--- config.mk ---
export PLATFORM = sky130hd
export DESIGN_NAME = csm_row_acc
export DESIGN_NICKNAME = d
export VERILOG_FILES = /design/src/rtl/core/csm_pkg.sv /design/src/rtl/core/csm_row_acc.sv
export SDC_FILE = /design/constraint.sdc
export NUM_CORES = 1
export LEC_CHECK = 0
export ABC_AREA = 1
export BUFFER_PORTS_ARGS = -buffer_cell sky130_fd_sc_hd__buf_4
export CORE_MARGIN = 8
export CORE_UTILIZATION = 30
export CTS_CLUSTER_DIAMETER = 30
export DETAILED_ROUTE_END_ITERATION = 7
export REMOVE_ABC_BUFFERS = 1
export SYNTH_ARGS = -nofsm -noshare
export SYNTH_HDL_FRONTEND = slang
export SYNTH_SLANG_ARGS = --single-unit
--- constraint.sdc ---
create_clock -name clock -period 3.2 [get_ports clock]
set_input_delay 0.64 -clock clock [delete_from_list [all_inputs] [get_ports clock]]
set_output_delay 0.64 -clock clock [all_outputs]
set_load 0.1 [all_outputs]
--- src/rtl/core/csm_pkg.sv ---
// Shared types and constants of the sparse matrix-vector core.
`default_nettype none

package csm_pkg;

   localparam int VECTOR_DEPTH_DEF = 1024;

   localparam int COLUMN_W = 10;
   localparam int VALUE_W  = 32;
   localparam int SUM_W    = 64;
   localparam int ROW_W    = 16;
   localparam int TOTAL_W  = 17;

   typedef enum logic [1:0] {
      KIND_LOAD    = 2'd0,
      KIND_NONZERO = 2'd1,
      KIND_EMPTY   = 2'd2
   } kind_type;

   // Control carried along the pipeline; valid with mac low means an empty row.
   typedef struct packed {
      logic valid;
      logic mac;
      logic row_end;
   } stage_ctrl_type;

endpackage

`default_nettype wire

--- src/rtl/core/csm_row_acc.sv ---
// Saturating row accumulator, row counter and result register.
`default_nettype none

module csm_row_acc (
   input  wire                                 clock,
   input  wire                                 reset,
   input  wire                                 advance,
   input  wire  csm_pkg::stage_ctrl_type       ctrl,
   input  wire  [csm_pkg::SUM_W-1:0]           product,
   input  wire  [csm_pkg::TOTAL_W-1:0]         row_total,
   output logic                                rsp_valid,
   output logic [csm_pkg::ROW_W-1:0]           rsp_row_number,
   output logic [csm_pkg::SUM_W-1:0]           rsp_row_sum,
   output logic                                rsp_overflow,
   output logic                                rsp_last_row
);

   localparam logic [csm_pkg::SUM_W-1:0] SUM_MAX = {1'b0, {(csm_pkg::SUM_W-1){1'b1}}};
   localparam logic [csm_pkg::SUM_W-1:0] SUM_MIN = {1'b1, {(csm_pkg::SUM_W-1){1'b0}}};
   localparam logic [csm_pkg::TOTAL_W-1:0] ROW_LIMIT_MAX = {1'b1, {csm_pkg::ROW_W{1'b0}}};

   logic [csm_pkg::SUM_W-1:0]   acc_ff, acc_in;
   logic                        sat_ff, sat_in;
   logic [csm_pkg::ROW_W-1:0]   row_ff, row_in;
   logic                        valid_ff, valid_in;
   logic [csm_pkg::ROW_W-1:0]   row_number_ff, row_number_in;
   logic [csm_pkg::SUM_W-1:0]   row_sum_ff, row_sum_in;
   logic                        overflow_ff, overflow_in;
   logic                        last_row_ff, last_row_in;

   logic [csm_pkg::SUM_W-1:0]   sum;
   logic                        sum_ovf;
   logic [csm_pkg::SUM_W-1:0]   acc_next;
   logic                        sat_next;
   logic [csm_pkg::TOTAL_W-1:0] row_limit;
   logic [csm_pkg::TOTAL_W-1:0] row_plus;
   logic                        is_last;
   logic                        finish;

   always_comb begin
      sum      = acc_ff + product;
      sum_ovf  = (acc_ff[csm_pkg::SUM_W-1] == product[csm_pkg::SUM_W-1]) &&
                 (sum[csm_pkg::SUM_W-1] != acc_ff[csm_pkg::SUM_W-1]);
      acc_next = sum_ovf ? (acc_ff[csm_pkg::SUM_W-1] ? SUM_MIN : SUM_MAX) : sum;
      sat_next = sat_ff | sum_ovf;

      // Zero or anything past the counter range wraps at the full 16 bits.
      row_limit = ((row_total == '0) || (row_total > ROW_LIMIT_MAX)) ? ROW_LIMIT_MAX
                                                                   : row_total;
      row_plus  = {1'b0, row_ff} + {{(csm_pkg::TOTAL_W-1){1'b0}}, 1'b1};
      is_last   = (row_plus == row_limit);

      finish = ctrl.valid && (!ctrl.mac || ctrl.row_end);

      acc_in        = acc_ff;
      sat_in        = sat_ff;
      row_in        = row_ff;
      valid_in      = valid_ff;
      row_number_in = row_number_ff;
      row_sum_in    = row_sum_ff;
      overflow_in   = overflow_ff;
      last_row_in   = last_row_ff;

      if (advance) begin
         valid_in = finish;
         if (ctrl.valid) begin
            if (ctrl.mac) begin
               acc_in = acc_next;
               sat_in = sat_next;
            end
            if (finish) begin
               row_number_in = row_ff;
               row_sum_in    = ctrl.mac ? acc_next : '0;
               overflow_in   = ctrl.mac ? sat_next : 1'b0;
               last_row_in   = is_last;
               row_in        = is_last ? '0 : row_plus[csm_pkg::ROW_W-1:0];
               acc_in        = '0;
               sat_in        = 1'b0;
            end
         end
      end
   end

   always_ff @(posedge clock) begin
      if (reset) begin
         acc_ff   <= '0;
         sat_ff   <= 1'b0;
         row_ff   <= '0;
         valid_ff <= 1'b0;
      end else begin
         acc_ff   <= acc_in;
         sat_ff   <= sat_in;
         row_ff   <= row_in;
         valid_ff <= valid_in;
      end
   end

   always_ff @(posedge clock) begin
      row_number_ff <= row_number_in;
      row_sum_ff    <= row_sum_in;
      overflow_ff   <= overflow_in;
      last_row_ff   <= last_row_in;
   end

   assign rsp_valid      = valid_ff;
   assign rsp_row_number = row_number_ff;
   assign rsp_row_sum    = row_sum_ff;
   assign rsp_overflow   = overflow_ff;
   assign rsp_last_row   = last_row_ff;

endmodule

`default_nettype wire

==> results.md <==
- Hold WC Path Type: in2reg
- Clock group share of total power: about two fifths
- Combinational share of power: about a fifth
- Hold slack final: approximately 0.45 ns
- Effective utilization at floorplan: 30.4%
- GP Congestion: around 0.95
- Gr usage total: a little under a fifth
- Most common cell in the netlist: nand2_1
- Critical Path Source Type: register
- HPWL after detailed placement: between 30 and 40 mm
- Port bufs: roughly 170
- Critical Path, Cell by Cell: ha_1, nand2_1, inv_1, nand2_1, nand2_1, a21oi_2, nor2_1, nor2_1, nand2_2, nand2_2, nand2_1, o21ai_0, buf_4, inv_1, nor2_1
- WS Path Type: reg2reg
- Top-area cell type share of the netlist area: a little over a quarter
- Post-Syn Instances: between 2000 and 2500
- # rows: between 70 and 80
- Asr flop ratio synth: 0%
- Final Worst Setup Slack: approximately 0.53 ns
- DRT iter0 DRCs: 734
- CTS tree: yes
- Fillers: between 4000 and 5000
- TritonCTS buffer count: 17
- Critical Path End Type: register
- F_max: around 370 MHz
- Outcome: complete, no violations
- Die height: roughly 230 um
- Setup slack at placement: between 0.08 and 0.09 ns
- Cell area power density: 361 mW/mm^2
- Crit path max-delay family: simple AND/OR/NAND/NOR gates
- Top cell by count, worst path: nand2_1
- First-pass GRT wire length: between 70 and 80 mm
- Period utilization: between 80% and 90%
- Final Max Slew Viols: 0
- Synth Warn #: 0
- Post-CTS Setup Bufs: 0
- Critical Path AT: around 3 ns
- Die X: 225 um
- Detailed Route WL: ~48 mm
- CTS root buf: clkbuf_16
- Leakage: 8.52 nW
- CTS clk-pin slew, worst paths: 0.08 ns
- P_sw: approximately 1.9 mW
- Largest net degree at the start of global routing: between 80 and 90
- Vias per cell: approximately 4.6
- CP peak stage delay: roughly 0.43 ns
- Internal power: roughly 3.9 mW
- Setup slack, reg-to-reg: between 0.5 and 0.6 ns
- Clock buffer depth: 2
- DR vias: between 10000 and 15000
- Post-route ant nets: 0
- Final setup violation count: 0
- Drt wl/cell: ~16 um
- Worst skew pair latency: between 0.4 and 0.5 ns
- Nets: 2496
- Crit-path max FO: 4
- H-tree depth: 4
- Synth top area cells: nand2_1 (27%), edfxtp_1 (19%), dfxtp_1 (13%)
- Vias in the first global route: ~13000
- Post-cts repair resize count: 0
- Met1 GRT Util: between 20% and 30%
- Met2 GRT Util: around a third
- Count of different cell masters after synthesis: 40
- Max-cap violation count: 0
- Post-synthesis sequential area ratio: 31.3%
- RSZ-0062 raised after global routing: false
- Final Skew: between 0.01 and 0.015 ns
- M3 GR Usage: under 10%
- Synth cell count leaders: nand2_1 (945), inv_1 (360), a21oi_1 (185)
- DRC Markers: 0
- Core ar.: about 0.043 sq mm
- CTS sink cnt: roughly 160
- Tot Pwr: 5.80 mW
- Flop pwr share: slightly below 40%
- Grt total ovfl: 0
- Slew HR: 30.3%
- Endpoints failing hold: 0
- IR drop worst, VDD: between 0.4 and 0.5 mV
- Number of I/O pins: 170
- Post-layout min period: 2.67 ns
- Flops & latches, synth: approximately 160
- Worst endpoint required time: about 3.5 ns
- Number of flops mapped to enable cells by yosys: a little over 80
- DIE AREA: around 0.051 sq mm
- CP max-delay cell: o21ai_0
- Share of layout cells above drive strength 1: roughly an eighth
- Initial antenna violation count: 4
- Slew at the pin closest to its max-slew limit: 1.05 ns
- Main synth FF type: edfxtp_1
- Mean Syn Cell Area: just over 6 sq um
- CP bufs+invs: 3
- Mapped cell area: 0.0131 sq mm
- GR peak layer: met2
- Leading area contributor after synthesis: nand2_1
- Setup TNS: 0 ns
- Switching Fraction: 32.5%
- Area delta synth->final: 22.4%
- 1st-pass router iterations: 6
- Hold_buf cts: 0
## kinds of logic after synthesis
logic type	after synthesis	share of synthesized area, %
compound gates	207	8.22
xor+xnor	39	2.81
fa+ha+maj	66	6.35
buf+inv	424	12.7
flops	164	31.3
simple gates	1253	38.7
## state kept, by name, summed over array words and instances, names as in the netlist
signal	flops
rsp_overflow	1
rsp_last_row	1
sat_ff	1
acc_ff	64
rsp_valid	1
rsp_row_sum	64
row_ff	16
rsp_row_number	16
## layout by cell type (no fill, tap or decap), types with 3 or more instances in the layout
cell type / netlist / final
nor2_1: 134 / 134
a21oi_2: 4 / 3
nand2_1: 945 / 944
nand2_2: 8 / 8
nand3_2: 8 / 8
nor2_2: 9 / 9
inv_2: 7 / 8
nor4_1: 5 / 5
edfxtp_1: 82 / 82
diode_2: 0 / 4
inv_6: 0 / 5
nand3_1: 93 / 93
nor3_1: 18 / 17
buf_4: 0 / 215
a21oi_1: 185 / 185
dfxtp_1: 82 / 82
clkinv_1: 2 / 3
o21ai_1: 3 / 3
xnor2_1: 27 / 27
bufinv_16: 0 / 3
buf_12: 0 / 11
nor3_2: 3 / 4
xor2_1: 10 / 10
nand3b_1: 4 / 4
nand4_1: 21 / 21
o21bai_1: 7 / 7
ha_1: 65 / 65
o21ai_0: 4 / 4
clkbuf_16: 0 / 17
inv_1: 360 / 359
## metrics by stage
stage / util (%) / cells / cell area, sq um
finish: 37.2 / 2945 / 16100
global route: 37.2 / 2945 / 16100
CTS: 37.2 / 2941 / 16100
detailed placement: 35.7 / 2909 / 15400
global placement: 35.7 / 2909 / 15400
floorplan: - / 2098 / 12800
## final timing paths
check,start,end,cells past startpoint
hold reg to reg,sat_ff,sat_ff,2
setup / recovery,acc_ff[17],rsp_row_sum[63],15
setup reg to reg,acc_ff[17],rsp_row_sum[63],15
hold / removal,advance,rsp_valid,4
## metal layers
metal,vias to the layer above,part of all wire (%)
met5,-,0
met1,6130,45
met2,259,49
met3,48,3.8
met4,0,2.4
li1,7029,-
## layout make-up
type                    instances  area (sq um)  share of cell area [%]
clock buffers                  18           439                    2.73
well taps                     585           732                    4.56
inverters                     369          1390                    8.62
diodes                          4          10.0                  0.0623
clock inverters                14           185                    1.15
repair buffers                226          1830                    11.4
multi-input cells            1565          7380                    45.9
flip-flops and latches        164          4100                    25.5
## worst reg2reg max path, cell delays in order (launching register included)
cell and delay [ns]:
dfxtp_1 0.32, ha_1 0.34, nand2_1 0.16, inv_1 0.05, nand2_1 0.06, nand2_1 0.09
a21oi_2 0.21, nor2_1 0.06, nor2_1 0.15, nand2_2 0.09, nand2_2 0.10, nand2_1 0.11
o21ai_0 0.43, buf_4 0.20, inv_1 0.04, nor2_1 0.10
## power groups by stage
stage | combinational [mW] | sequential [mW] | clock (mW)
2_1_floorplan | 0.538 | 2.64 | 0
3_3_place_gp | 1.24 | 2.35 | 0
3_5_place_dp | 1.24 | 2.35 | 0
4_1_cts | 1.25 | 2.30 | 2.32
5_1_grt | 1.35 | 2.31 | 2.39
6_report | 1.24 | 2.30 | 2.26
No activity file was read; power rests on OpenSTA's default activity.
